--- src/button_hold_qualifier_defines.svh ---
// Assertion macros for the button hold qualifier
`ifndef BUTTON_HOLD_QUALIFIER_DEFINES_SVH
`define BUTTON_HOLD_QUALIFIER_DEFINES_SVH

`ifndef SYNTHESIS
`define BHQ_ASSERT_SAME(label, clk, rst_n, ante, cons) \
    label: assert property (@(posedge clk) disable iff (!rst_n) (ante) |-> (cons)) \
        else $error("bhq same-cycle check failed");
`define BHQ_ASSERT_NEXT(label, clk, rst_n, ante, cons) \
    label: assert property (@(posedge clk) disable iff (!rst_n) (ante) |=> (cons)) \
        else $error("bhq next-cycle check failed");
`else
`define BHQ_ASSERT_SAME(label, clk, rst_n, ante, cons)
`define BHQ_ASSERT_NEXT(label, clk, rst_n, ante, cons)
`endif

`endif

--- src/bhq_pkg.sv ---
// Types and constants shared by the button hold qualifier
`timescale 1ns / 1ps

package bhq_pkg;

    localparam int CNT_W  = 8;
    localparam int MSG_W  = 3;
    localparam int CFG_W  = 8;
    localparam int CFG_IDX_W = 1;

    localparam logic [CFG_IDX_W-1:0] REG_LONG_HOLD      = 1'd0;
    localparam logic [CFG_IDX_W-1:0] REG_BACKLIGHT_HOLD = 1'd1;

    localparam logic [MSG_W-1:0] MSG_NONE     = 3'd0;
    localparam logic [MSG_W-1:0] MSG_MUTE_ON  = 3'd1;
    localparam logic [MSG_W-1:0] MSG_MUTE_OFF = 3'd2;
    localparam logic [MSG_W-1:0] MSG_LOCKED   = 3'd3;
    localparam logic [MSG_W-1:0] MSG_UNLOCKED = 3'd4;

    localparam logic ACT_TICK      = 1'b0;
    localparam logic ACT_BACKLIGHT = 1'b1;

    typedef struct packed {
        logic action;
        logic star_down;
        logic up_down;
        logic num_down;
        logic down_key_down;
    } in_item_t;

    typedef struct packed {
        logic             star_long_press;
        logic             num_long_press;
        logic [MSG_W-1:0] message_code;
        logic             mute_on;
        logic             keys_locked;
        logic             backlight_lit;
        logic             backlight_expired;
    } out_item_t;

    typedef struct packed {
        logic [CNT_W-1:0] long_hold_ticks;
        logic [CNT_W-1:0] backlight_hold_ticks;
    } cfg_t;

endpackage

--- src/bhq_if.sv ---
// Valid/ready channel interfaces for tick input and result output
`timescale 1ns / 1ps

interface bhq_in_if;
    logic valid;
    logic ready;
    logic action;
    logic star_down;
    logic up_down;
    logic num_down;
    logic down_key_down;

    modport source (output valid, action, star_down, up_down, num_down, down_key_down,
                    input ready);
    modport sink (input valid, action, star_down, up_down, num_down, down_key_down,
                  output ready);
endinterface

interface bhq_out_if;
    logic       valid;
    logic       ready;
    logic       star_long_press;
    logic       num_long_press;
    logic [2:0] message_code;
    logic       mute_on;
    logic       keys_locked;
    logic       backlight_lit;
    logic       backlight_expired;

    modport source (output valid, star_long_press, num_long_press, message_code, mute_on,
                    keys_locked, backlight_lit, backlight_expired,
                    input ready);
    modport sink (input valid, star_long_press, num_long_press, message_code, mute_on,
                  keys_locked, backlight_lit, backlight_expired,
                  output ready);
endinterface

--- src/bhq_cfg_regs.sv ---
// Configuration registers for the hold thresholds
`timescale 1ns / 1ps

module bhq_cfg_regs
    import bhq_pkg::*;
(
    input  logic                 clk,
    input  logic                 rst_n,
    input  logic                 cfg_we,
    input  logic [CFG_IDX_W-1:0] cfg_index,
    input  logic [CFG_W-1:0]     cfg_data,
    output cfg_t                 cfg
);

    cfg_t cfg_reg;
    cfg_t cfg_next;

    always_comb
    begin
        cfg_next = cfg_reg;
        if (cfg_we)
        begin
            case (cfg_index)
                REG_LONG_HOLD:      cfg_next.long_hold_ticks      = cfg_data;
                REG_BACKLIGHT_HOLD: cfg_next.backlight_hold_ticks = cfg_data;
                default:            cfg_next = cfg_reg;
            endcase
        end
    end

    always_ff @(posedge clk or negedge rst_n)
    begin
        if (!rst_n)
        begin
            cfg_reg.long_hold_ticks      <= 8'd3;
            cfg_reg.backlight_hold_ticks <= 8'd3;
        end
        else
        begin
            cfg_reg <= cfg_next;
        end
    end

    assign cfg = cfg_reg;

endmodule

--- src/bhq_step.sv ---
// Hold counters, flags and backlight timeout updated once per transaction
`timescale 1ns / 1ps

module bhq_step
    import bhq_pkg::*;
(
    input  logic      clk,
    input  logic      rst_n,
    input  logic      accept,
    input  in_item_t  item,
    input  cfg_t      cfg,
    output out_item_t result
);

    logic [CNT_W-1:0] mute_cnt_reg, mute_cnt_next;
    logic [CNT_W-1:0] lock_cnt_reg, lock_cnt_next;
    logic [CNT_W-1:0] star_cnt_reg, star_cnt_next;
    logic [CNT_W-1:0] num_cnt_reg,  num_cnt_next;
    logic [CNT_W-1:0] light_cnt_reg, light_cnt_next;
    logic             light_on_reg, light_on_next;
    logic             mute_reg, mute_next;
    logic             lock_reg, lock_next;

    logic [CNT_W-1:0] star_inc;
    logic [CNT_W-1:0] num_inc;

    assign star_inc = star_cnt_reg + 8'd1;
    assign num_inc  = num_cnt_reg + 8'd1;

    always_comb
    begin
        mute_cnt_next  = mute_cnt_reg;
        lock_cnt_next  = lock_cnt_reg;
        star_cnt_next  = star_cnt_reg;
        num_cnt_next   = num_cnt_reg;
        light_cnt_next = light_cnt_reg;
        light_on_next  = light_on_reg;
        mute_next      = mute_reg;
        lock_next      = lock_reg;
        result         = '0;
        result.message_code = MSG_NONE;

        if (item.action == ACT_BACKLIGHT)
        begin
            light_on_next  = 1'b1;
            light_cnt_next = '0;
        end
        else
        begin
            // backlight timeout first
            if (light_on_reg)
            begin
                if (light_cnt_reg > cfg.backlight_hold_ticks)
                begin
                    light_cnt_next = '0;
                    light_on_next  = 1'b0;
                    result.backlight_expired = 1'b1;
                end
                else
                begin
                    light_cnt_next = light_cnt_reg + 8'd1;
                end
            end

            if (item.star_down && item.up_down)
            begin
                if (mute_cnt_reg > cfg.long_hold_ticks)
                begin
                    mute_next     = !mute_reg;
                    mute_cnt_next = '0;
                    result.message_code = mute_reg ? MSG_MUTE_OFF : MSG_MUTE_ON;
                end
                else
                begin
                    mute_cnt_next = mute_cnt_reg + 8'd1;
                end
            end
            else if (item.num_down && item.down_key_down)
            begin
                if (lock_cnt_reg > cfg.long_hold_ticks)
                begin
                    lock_next     = !lock_reg;
                    lock_cnt_next = '0;
                    result.message_code = lock_reg ? MSG_UNLOCKED : MSG_LOCKED;
                end
                else
                begin
                    lock_cnt_next = lock_cnt_reg + 8'd1;
                end
            end
            else
            begin
                lock_cnt_next = '0;
                if (item.star_down)
                begin
                    if (star_inc > cfg.long_hold_ticks)
                    begin
                        result.star_long_press = 1'b1;
                        star_cnt_next = '0;
                    end
                    else
                    begin
                        star_cnt_next = star_inc;
                    end
                end
                else
                begin
                    star_cnt_next = '0;
                end
                if (item.num_down)
                begin
                    if (num_inc > cfg.long_hold_ticks)
                    begin
                        result.num_long_press = 1'b1;
                        num_cnt_next = '0;
                    end
                    else
                    begin
                        num_cnt_next = num_inc;
                    end
                end
                else
                begin
                    num_cnt_next = '0;
                end
            end
        end

        result.mute_on       = mute_next;
        result.keys_locked   = lock_next;
        result.backlight_lit = light_on_next;
    end

    always_ff @(posedge clk or negedge rst_n)
    begin
        if (!rst_n)
        begin
            mute_cnt_reg  <= '0;
            lock_cnt_reg  <= '0;
            star_cnt_reg  <= '0;
            num_cnt_reg   <= '0;
            light_cnt_reg <= '0;
            light_on_reg  <= 1'b0;
            mute_reg      <= 1'b0;
            lock_reg      <= 1'b0;
        end
        else if (accept)
        begin
            mute_cnt_reg  <= mute_cnt_next;
            lock_cnt_reg  <= lock_cnt_next;
            star_cnt_reg  <= star_cnt_next;
            num_cnt_reg   <= num_cnt_next;
            light_cnt_reg <= light_cnt_next;
            light_on_reg  <= light_on_next;
            mute_reg      <= mute_next;
            lock_reg      <= lock_next;
        end
    end

endmodule

--- src/bhq_out_reg.sv ---
// Result register holding one transaction until the sink takes it
`timescale 1ns / 1ps

module bhq_out_reg
    import bhq_pkg::*;
(
    input  logic      clk,
    input  logic      rst_n,
    input  logic      load,
    input  out_item_t data,
    input  logic      out_ready,
    output logic      out_valid,
    output out_item_t out_data
);

    logic      valid_reg, valid_next;
    out_item_t data_reg;

    assign valid_next = load | (valid_reg & ~out_ready);

    always_ff @(posedge clk or negedge rst_n)
    begin
        if (!rst_n)
        begin
            valid_reg <= 1'b0;
        end
        else
        begin
            valid_reg <= valid_next;
        end
    end

    always_ff @(posedge clk)
    begin
        if (load)
        begin
            data_reg <= data;
        end
    end

    assign out_valid = valid_reg;
    assign out_data  = data_reg;

endmodule

--- src/button_hold_qualifier.sv ---
// Top level of the button hold qualifier
//
//  channel  | dir | handshake       | payload
//  tick     | in  | valid / ready   | action, star_down, up_down, num_down, down_key_down
//  result   | out | valid / ready   | pulses, message_code, flags, backlight status
//  cfg      | in  | cfg_we          | cfg_index, cfg_data
//
// One transaction per cycle while the result sink keeps up; its result appears in the cycle after acceptance.
// The hold counters and flags update at the accepting edge; a result register follows.
// tick.ready is high while the result register is empty or being drained this cycle.
// A stalled result sink holds the result register and with it further transactions.
// Reset clears all counters and flags and sets both thresholds to 3.
`timescale 1ns / 1ps
`include "button_hold_qualifier_defines.svh"

module button_hold_qualifier
    import bhq_pkg::*;
(
    input  logic                 clk,
    input  logic                 rst_n,
    bhq_in_if.sink               tick,
    bhq_out_if.source            result,
    input  logic                 cfg_we,
    input  logic [CFG_IDX_W-1:0] cfg_index,
    input  logic [CFG_W-1:0]     cfg_data
);

    cfg_t      cfg;
    in_item_t  item;
    out_item_t step_result;
    out_item_t held;
    logic      accept;
    logic      out_valid;

    assign item.action        = tick.action;
    assign item.star_down     = tick.star_down;
    assign item.up_down       = tick.up_down;
    assign item.num_down      = tick.num_down;
    assign item.down_key_down = tick.down_key_down;

    assign tick.ready = ~out_valid | result.ready;
    assign accept     = tick.valid & tick.ready;

    bhq_cfg_regs u_cfg (
        .clk       (clk),
        .rst_n     (rst_n),
        .cfg_we    (cfg_we),
        .cfg_index (cfg_index),
        .cfg_data  (cfg_data),
        .cfg       (cfg)
    );

    bhq_step u_step (
        .clk    (clk),
        .rst_n  (rst_n),
        .accept (accept),
        .item   (item),
        .cfg    (cfg),
        .result (step_result)
    );

    bhq_out_reg u_out (
        .clk       (clk),
        .rst_n     (rst_n),
        .load      (accept),
        .data      (step_result),
        .out_ready (result.ready),
        .out_valid (out_valid),
        .out_data  (held)
    );

    assign result.valid             = out_valid;
    assign result.star_long_press   = held.star_long_press;
    assign result.num_long_press    = held.num_long_press;
    assign result.message_code      = held.message_code;
    assign result.mute_on           = held.mute_on;
    assign result.keys_locked       = held.keys_locked;
    assign result.backlight_lit     = held.backlight_lit;
    assign result.backlight_expired = held.backlight_expired;

    `BHQ_ASSERT_NEXT(a_accept_gives_result, clk, rst_n, accept, result.valid)
    `BHQ_ASSERT_NEXT(a_backlight_event_lights, clk, rst_n,
        accept && (tick.action == ACT_BACKLIGHT),
        result.backlight_lit && !result.backlight_expired && (result.message_code == MSG_NONE))
    `BHQ_ASSERT_SAME(a_expired_means_dark, clk, rst_n,
        result.valid && result.backlight_expired, !result.backlight_lit)

endmodule
--- src/flat_wrapper.sv ---
// flat-port wrapper written by rule: the top's interface ports become plain ports
module button_hold_qualifier_flat import bhq_pkg::*;
  (clk, rst_n, cfg_we, cfg_index, cfg_data, tick_valid, tick_action, tick_star_down, tick_up_down, tick_num_down, tick_down_key_down, tick_ready, result_valid, result_star_long_press, result_num_long_press, result_message_code, result_mute_on, result_keys_locked, result_backlight_lit, result_backlight_expired, result_ready);
  bhq_in_if tick_i ();
  bhq_out_if result_i ();
  input  logic clk;
  input  logic rst_n;
  input  logic cfg_we;
  input  logic [CFG_IDX_W-1:0] cfg_index;
  input  logic [CFG_W-1:0] cfg_data;
  input wire logic [$bits(tick_i.valid)-1:0] tick_valid;
  input wire logic [$bits(tick_i.action)-1:0] tick_action;
  input wire logic [$bits(tick_i.star_down)-1:0] tick_star_down;
  input wire logic [$bits(tick_i.up_down)-1:0] tick_up_down;
  input wire logic [$bits(tick_i.num_down)-1:0] tick_num_down;
  input wire logic [$bits(tick_i.down_key_down)-1:0] tick_down_key_down;
  output wire logic [$bits(tick_i.ready)-1:0] tick_ready;
  output wire logic [$bits(result_i.valid)-1:0] result_valid;
  output wire logic [$bits(result_i.star_long_press)-1:0] result_star_long_press;
  output wire logic [$bits(result_i.num_long_press)-1:0] result_num_long_press;
  output wire logic [$bits(result_i.message_code)-1:0] result_message_code;
  output wire logic [$bits(result_i.mute_on)-1:0] result_mute_on;
  output wire logic [$bits(result_i.keys_locked)-1:0] result_keys_locked;
  output wire logic [$bits(result_i.backlight_lit)-1:0] result_backlight_lit;
  output wire logic [$bits(result_i.backlight_expired)-1:0] result_backlight_expired;
  input wire logic [$bits(result_i.ready)-1:0] result_ready;
  assign tick_i.valid = tick_valid;
  assign tick_i.action = tick_action;
  assign tick_i.star_down = tick_star_down;
  assign tick_i.up_down = tick_up_down;
  assign tick_i.num_down = tick_num_down;
  assign tick_i.down_key_down = tick_down_key_down;
  assign tick_ready = tick_i.ready;
  assign result_valid = result_i.valid;
  assign result_star_long_press = result_i.star_long_press;
  assign result_num_long_press = result_i.num_long_press;
  assign result_message_code = result_i.message_code;
  assign result_mute_on = result_i.mute_on;
  assign result_keys_locked = result_i.keys_locked;
  assign result_backlight_lit = result_i.backlight_lit;
  assign result_backlight_expired = result_i.backlight_expired;
  assign result_i.ready = result_ready;
  button_hold_qualifier u_core (.clk(clk), .rst_n(rst_n), .tick(tick_i), .result(result_i), .cfg_we(cfg_we), .cfg_index(cfg_index), .cfg_data(cfg_data));
endmodule
--- config.mk ---
export PLATFORM = sky130hd
export DESIGN_NAME = button_hold_qualifier_flat
export DESIGN_NICKNAME = d
export VERILOG_FILES = /design/src/bhq_pkg.sv /design/src/bhq_if.sv /design/src/bhq_cfg_regs.sv /design/src/bhq_step.sv /design/src/bhq_out_reg.sv /design/src/button_hold_qualifier.sv /design/src/flat_wrapper.sv
export VERILOG_INCLUDE_DIRS = /design/src /design/src/src
export SDC_FILE = /design/constraint.sdc
export NUM_CORES = 1
export LEC_CHECK = 0
export BUFFER_PORTS_ARGS = -buffer_cell sky130_fd_sc_hd__clkbuf_2
export CAP_MARGIN = 20
export CORE_MARGIN = 3
export CORE_UTILIZATION = 25
export DETAILED_ROUTE_END_ITERATION = 7
export PLACE_DENSITY = 0.41
export SETUP_SLACK_MARGIN = 0.4
export SLEW_MARGIN = 20
export SYNTH_ARGS = -nofsm -noshare
export SYNTH_HDL_FRONTEND = slang
export SYNTH_SLANG_ARGS = --single-unit
--- constraint.sdc ---
create_clock -name clk -period 3 [get_ports clk]
set_input_delay 0.6 -clock clk [delete_from_list [all_inputs] [get_ports clk]]
set_output_delay 0.6 -clock clk [all_outputs]
set_load 0.1 [all_outputs]
Word level (Yosys, flattened, before mapping). Cells that the tools add are included.

Register bits: 69. Output and inout port bits: 11.

Bitwise gates (word level): 13. Reductions and logical operators: 14. Mux-type cells: 29. Magnitude comparators: 5. Add/sub/neg operators: 5.

Operators by type and width (number): $mux 8 (10); $add 8x1->8 const B (5); $gt 8x8->1 (5); $mux 1 (13); $mux 3 (4); $not 1->1 (9); $reduce_or 4->1 (2); $reduce_and 2->1 (3); $reduce_and 3->1 (2); $mux 2 (2); $reduce_and 4->1 (1); $and 1x1->1 (2); $logic_and 1x1->1 (2); $logic_not 1->1 (2); $or 1x1->1 (2); $reduce_bool 2->1 (1); $reduce_or 2->1 (1).

Depth between registers and ports, before layout.
Depth in word-level cells: 5. Mapped depth: 11. Mapped depth without buffers: 11.

Cells and area by module. A second synthesis with hierarchy kept.

Cell total of the unflattened synthesis: 439. Area total of the unflattened synthesis: 4366.7 um^2.

Modules (own cells, without submodules): bhq_step (instances 1, cells an instance 390, area each 3390.8 um^2); bhq_cfg_regs (instances 1, cells an instance 35, area each 646.9 um^2); bhq_out_reg (instances 1, cells an instance 12, area each 306.5 um^2); button_hold_qualifier (instances 1, cells an instance 2, area each 22.5 um^2).

Least setup slack after synthesis. Ideal clock, no wire load.

Path kind: register -> register. Start: reg u_core.u_out.valid_reg (netlist: u_core.u_out.out_valid). End: reg u_core.u_step.mute_cnt_reg[5]. Cell stages (with the launch flop): 8. Data required time: 2896 ps. Path buffers: 1. Data arrival time: 2923 ps. Setup slack: -27 ps. Path through: dfrtp_1 -> nand2b_1 -> nand2_2 -> inv_2 -> nand3_1 -> clkbuf_1 -> o21ai_1 -> o41ai_4.

Cells in the longest elaborated chain, start to end: 4.

RTL lines: from (decl) (line bhq_out_reg.sv:16) `logic valid_reg, valid_next;`; from (signal assigned) (line bhq_out_reg.sv:29) `valid_reg <= valid_next;`; $not 1->1 (line button_hold_qualifier.sv:41) `assign tick.ready = ~out_valid | result.ready;`; $or 1x1->1 (line button_hold_qualifier.sv:41); named net tick_ready (line flat_wrapper.sv:17) `output wire logic [$bits(tick_i.ready)-1:0] tick_ready;`; $and 1x1->1 (line button_hold_qualifier.sv:42) `assign accept = tick.valid & tick.ready;`; named net u_core.accept (line button_hold_qualifier.sv:32) `logic accept;`; $reduce_and 3->1 (no source line); to (signal assigned) (line bhq_step.sv:149) `mute_cnt_reg <= mute_cnt_next;`; to (decl) (line bhq_step.sv:15) `logic [CNT_W-1:0] mute_cnt_reg, mute_cnt_next;`.

The timed path passes the listed nets, and every way through them passes these cells. A chain may end at the register's enable or synchronous reset.

Final worst setup path.
Start: reg u_core.u_cfg.cfg_reg, in the netlist u_core.u_cfg.cfg[9]. End: reg u_core.u_step.lock_cnt_reg[5].

Cells in the longest elaborated chain, start to end: 3.

RTL lines: from (decl) (line bhq_cfg_regs.sv:15) `cfg_t cfg_reg;`; from (signal assigned) (line bhq_cfg_regs.sv:40) `cfg_reg <= cfg_next;`; $gt 8x8->1 (line bhq_step.sv:80) `if (lock_cnt_reg > cfg.long_hold_ticks)`; $mux 8 (line bhq_step.sv:80); $mux 8 (line bhq_step.sv:78) `else if (item.num_down && item.down_key_down)`; to (signal assigned) (line bhq_step.sv:150) `lock_cnt_reg <= lock_cnt_next;`; to (decl) (line bhq_step.sv:16) `logic [CNT_W-1:0] lock_cnt_reg, lock_cnt_next;`.

No other way between the ends.

==> impl_metrics.sql <==
INSERT INTO impl_metrics (metric_group, metric, value, unit) VALUES
('outcome', 'outcome', 'complete, no violations', ''),
('synthesis', 'sequential_element_share_of_the_synthesized_area', '0.408', ''),
('synthesis', 'number_of_synthesized_register_bits', '69', ''),
('min_path', 'min_path_type', 'in -> async', ''),
('worst_setup_path', 'ff2ff_path_depth', '9', ''),
('synthesis', 'netlist.top_cell.by_area', 'sky130_fd_sc_hd__dfrtp_1', ''),
('cells_and_area', 'flip_flop_count_of_the_largest_register_after_layout', '16', ''),
('clocking', 'clk_pin_slew_worst_paths', '60', 'ps'),
('detailed_routing', 'drt_first_pass_iters', '4', ''),
('global_route', 'grt_antenna_before_repair', '0', ''),
('clocking', 'cts_tree', 'done', ''),
('die', 'die_area', '19100', 'um2'),
('worst_setup_path', 'start_kind', 'flip-flop', ''),
('detailed_routing', 'finalWirelength', '11400', 'um'),
('timing', 'finalMaxSlewViolations', '0', ''),
('synthesis', 'syn_inst', '452', ''),
('timing', 'setup_repair_after_global_routing_missed_its_margin', 'true', ''),
('worst_setup_path', 'critPathKind', 'reg -> reg', ''),
('timing', 'count_of_final_setup_violators', '0', ''),
('die', 'core_ar', '16800', 'um2'),
('die', 'die_height', '138', 'um'),
('timing', 'worst_slew_pin_slew', '853', 'ps'),
('synthesis', 'ys_top_cells_by_count', 'sky130_fd_sc_hd__nand2_1 (60), sky130_fd_sc_hd__dfrtp_1 (56), sky130_fd_sc_hd__ha_1 (48)', ''),
('timing', 'finalClockSkew', '6.51', 'ps'),
('worst_setup_path', 'timing.critical_path.slowest_cell_delay', '540', 'ps'),
('placed_design', 'io_buffers', '29', ''),
('clocking', 'cts_hold_repair.buffers', '0', ''),
('clocking', 'h_tree_depth', '3', ''),
('worst_setup_path', 'worstPathRequired', '3280', 'ps'),
('cells_and_area', 'flow.area_growth_from_synthesis', '21.8', '%'),
('worst_setup_path', 'reg2reg_setup_slack', '470', 'ps'),
('worst_setup_path', 'cp.arrival', '2810', 'ps'),
('worst_setup_path', 'beginning_of_the_worst_register_to_register_path', 'u_core.u_cfg.cfg[9]', ''),
('timing', 'max_freq', '395', 'MHz'),
('worst_setup_path', 'regToRegEndpoint', 'u_core.u_step.lock_cnt_reg[5]', ''),
('cells_and_area', 'final_layout_size_suffix_gt1_frac', '0.222', ''),
('job', 'maxCapViolations', '0', ''),
('worst_setup_path', 'timing.critical_path.slowest_stage_cell', 'sky130_fd_sc_hd__dfstp_2', ''),
('power', 'power.ir.vdd_worst', '297', 'uV'),
('synthesis', 'synth_top_cell_area_share', '0.321', ''),
('die', 'std_cell_rows', '47', ''),
('detailed_routing', 'detail_route.wl_per_cell', '15.6', 'um'),
('die', 'i_o_pin_count', '30', ''),
('synthesis', 'synth-async-reset-ratio', '0.870', ''),
('synthesis', 'synth_cell_types', '61', ''),
('synthesis', 'dominantRegCellSynth', 'sky130_fd_sc_hd__dfrtp_1', ''),
('power', 'p_total', '3.31', 'mW'),
('detailed_routing', 'drtIter0Drc', '149', ''),
('clocking', 'cts_root_buf', 'sky130_fd_sc_hd__clkbuf_16', ''),
('synthesis', 'synth-warning-count', '0', ''),
('detailed_routing', 'drc', '0', ''),
('timing', 'timing.max_slew.rel_slack', '0.430', ''),
('worst_setup_path', 'crit_fanout', '5', ''),
('die', 'horizontal_extent_of_the_die', '138', 'um'),
('die', 'initial_core_util', '0.259', ''),
('global_route', 'grt_start_max_net_pins', '27', ''),
('global_route', 'grt_first_pass_wirelength', '18700', 'um'),
('power', 'power.density_cell_area', '624', 'nW/um2'),
('synthesis', 'syn-mean-instance-area', '9.64', 'um2'),
('worst_setup_path', 'worst_setup_path_end_kind', 'flip-flop', ''),
('worst_setup_path', 'cp-startpoint', 'u_core.u_cfg.cfg[9]', ''),
('timing', 'hold_violations', '0', ''),
('timing', 'min_period', '2530', 'ps'),
('clocking', 'insertion_delay', '350', 'ps'),
('global_route', 'grt_util_all_layers', '0.123', ''),
('cells_and_area', 'insertedDiodeCount', '0', ''),
('synthesis', 'postSynthNetCount', '519', ''),
('placed_design', 'gpl.final_weighted_congestion', '0.763', ''),
('cells_and_area', 'fillers', '1781', ''),
('placed_design', 'hpwlAfterDp', '8250', 'um'),
('timing', 'finalCritPeriodShare', '0.844', '');
-- where the power goes --
| group | total (mW) | internal (mW) | leakage [nW] | switching (mW) |
|---|---|---|---|---|
| clock network | 1.12 | 0.681 | 0.153 | 0.439 |
| registers | 1.23 | 1.08 | 0.851 | 0.142 |
| logic | 0.967 | 0.400 | 1.35 | 0.567 |
| total | 3.31 | 2.17 | 2.35 | 1.15 |
-- cell type report --
type,instances,area [um2],share of cell area
tap,220,275,0.0518
timing repair buffer,49,295,0.0556
multi-input combinational,350,2540,0.478
clock inverter,3,25.0,0.00471
clock buffer,13,292,0.0549
sequential,69,1780,0.335
inverter,26,101,0.0191
-- worst reg2reg max path, delay by kind of cell (launching register included) --
kind                       cells  cell delay (ps)
and+or+nand+nor                1              120
buffers and inverters          2              330
adders and majority gates      1              290
DFF                            1              540
AOI/OAI and AO/OA              5             1180
-- how the worst min path moves through the flow --
stage	from	end	cells after the start
3_5_place_dp	u_core.u_cfg.cfg[2]	u_core.u_cfg.cfg[2]	1
6_report	rst_n	u_core.u_out.out_valid	1
2_1_floorplan	rst_n	u_core.u_cfg.cfg[10]	0
5_1_grt	rst_n	u_core.u_step.light_on_reg	1
4_1_cts	rst_n	u_core.u_step.light_cnt_reg[4]	1
3_3_place_gp	u_core.u_cfg.cfg[7]	u_core.u_cfg.cfg[7]	1
-- layout by cell type, fill, tap and decap left out, types with 5 or more instances in the layout --
cell type                    n
sky130_fd_sc_hd__inv_1      23
sky130_fd_sc_hd__clkbuf_16  10
sky130_fd_sc_hd__nand2b_1   11
sky130_fd_sc_hd__a32o_1      9
sky130_fd_sc_hd__and3_1      8
sky130_fd_sc_hd__xor2_1      6
sky130_fd_sc_hd__a21oi_1    14
sky130_fd_sc_hd__nor2b_1    10
sky130_fd_sc_hd__nand3_1    17
sky130_fd_sc_hd__ha_1       44
sky130_fd_sc_hd__mux2_2      9
sky130_fd_sc_hd__nor2_1     20
sky130_fd_sc_hd__o21ai_1    30
sky130_fd_sc_hd__buf_4      20
sky130_fd_sc_hd__nand4_1    11
sky130_fd_sc_hd__edfxtp_1    9
sky130_fd_sc_hd__o21ai_0    17
sky130_fd_sc_hd__dfrtp_1    52
sky130_fd_sc_hd__xnor2_1     5
sky130_fd_sc_hd__clkbuf_2   29
sky130_fd_sc_hd__nand2_1    60
sky130_fd_sc_hd__o31ai_1     6
-- metal layers --
layer	vias up	track usage	share of wire
met1	1699	0.164	0.48
met4	0	0.0619	0.027
met5	-	0	0
met2	40	0.192	0.46
li1	1757	-	-
met3	17	0.0228	0.027
-- cells by family after synthesis --
family / count (synthesis) / synth area share
XOR/XNOR: 12 / 0.0241
buffers and inverters: 33 / 0.0304
AND/OR/NAND/NOR: 164 / 0.188
adder cells (fa/ha/maj): 48 / 0.138
flip-flops: 69 / 0.408
multiplexers: 10 / 0.0255
AO/OA/AOI/OAI: 116 / 0.186
-- repair_timing --
item | 4_1_cts | 5_1_grt
pin swaps | 0 | 15
setup endpoints to repair | 3 | 14
resized for setup | 1 | 21
setup buffers | 0 | 11
-- per-stage QoR --
step,util,std cells,setup WS [ps],hold slack (ps),area [um2]
2_1_floorplan,-,452,637,304,4360
3_3_place_gp,0.286,703,448,492,4820
3_5_place_dp,0.286,703,378,495,4820
4_1_cts,0.305,719,449,216,5140
5_1_grt,0.316,730,348,236,5310
6_report,0.316,730,468,202,5310
Power figures use the tool's default switching activity.
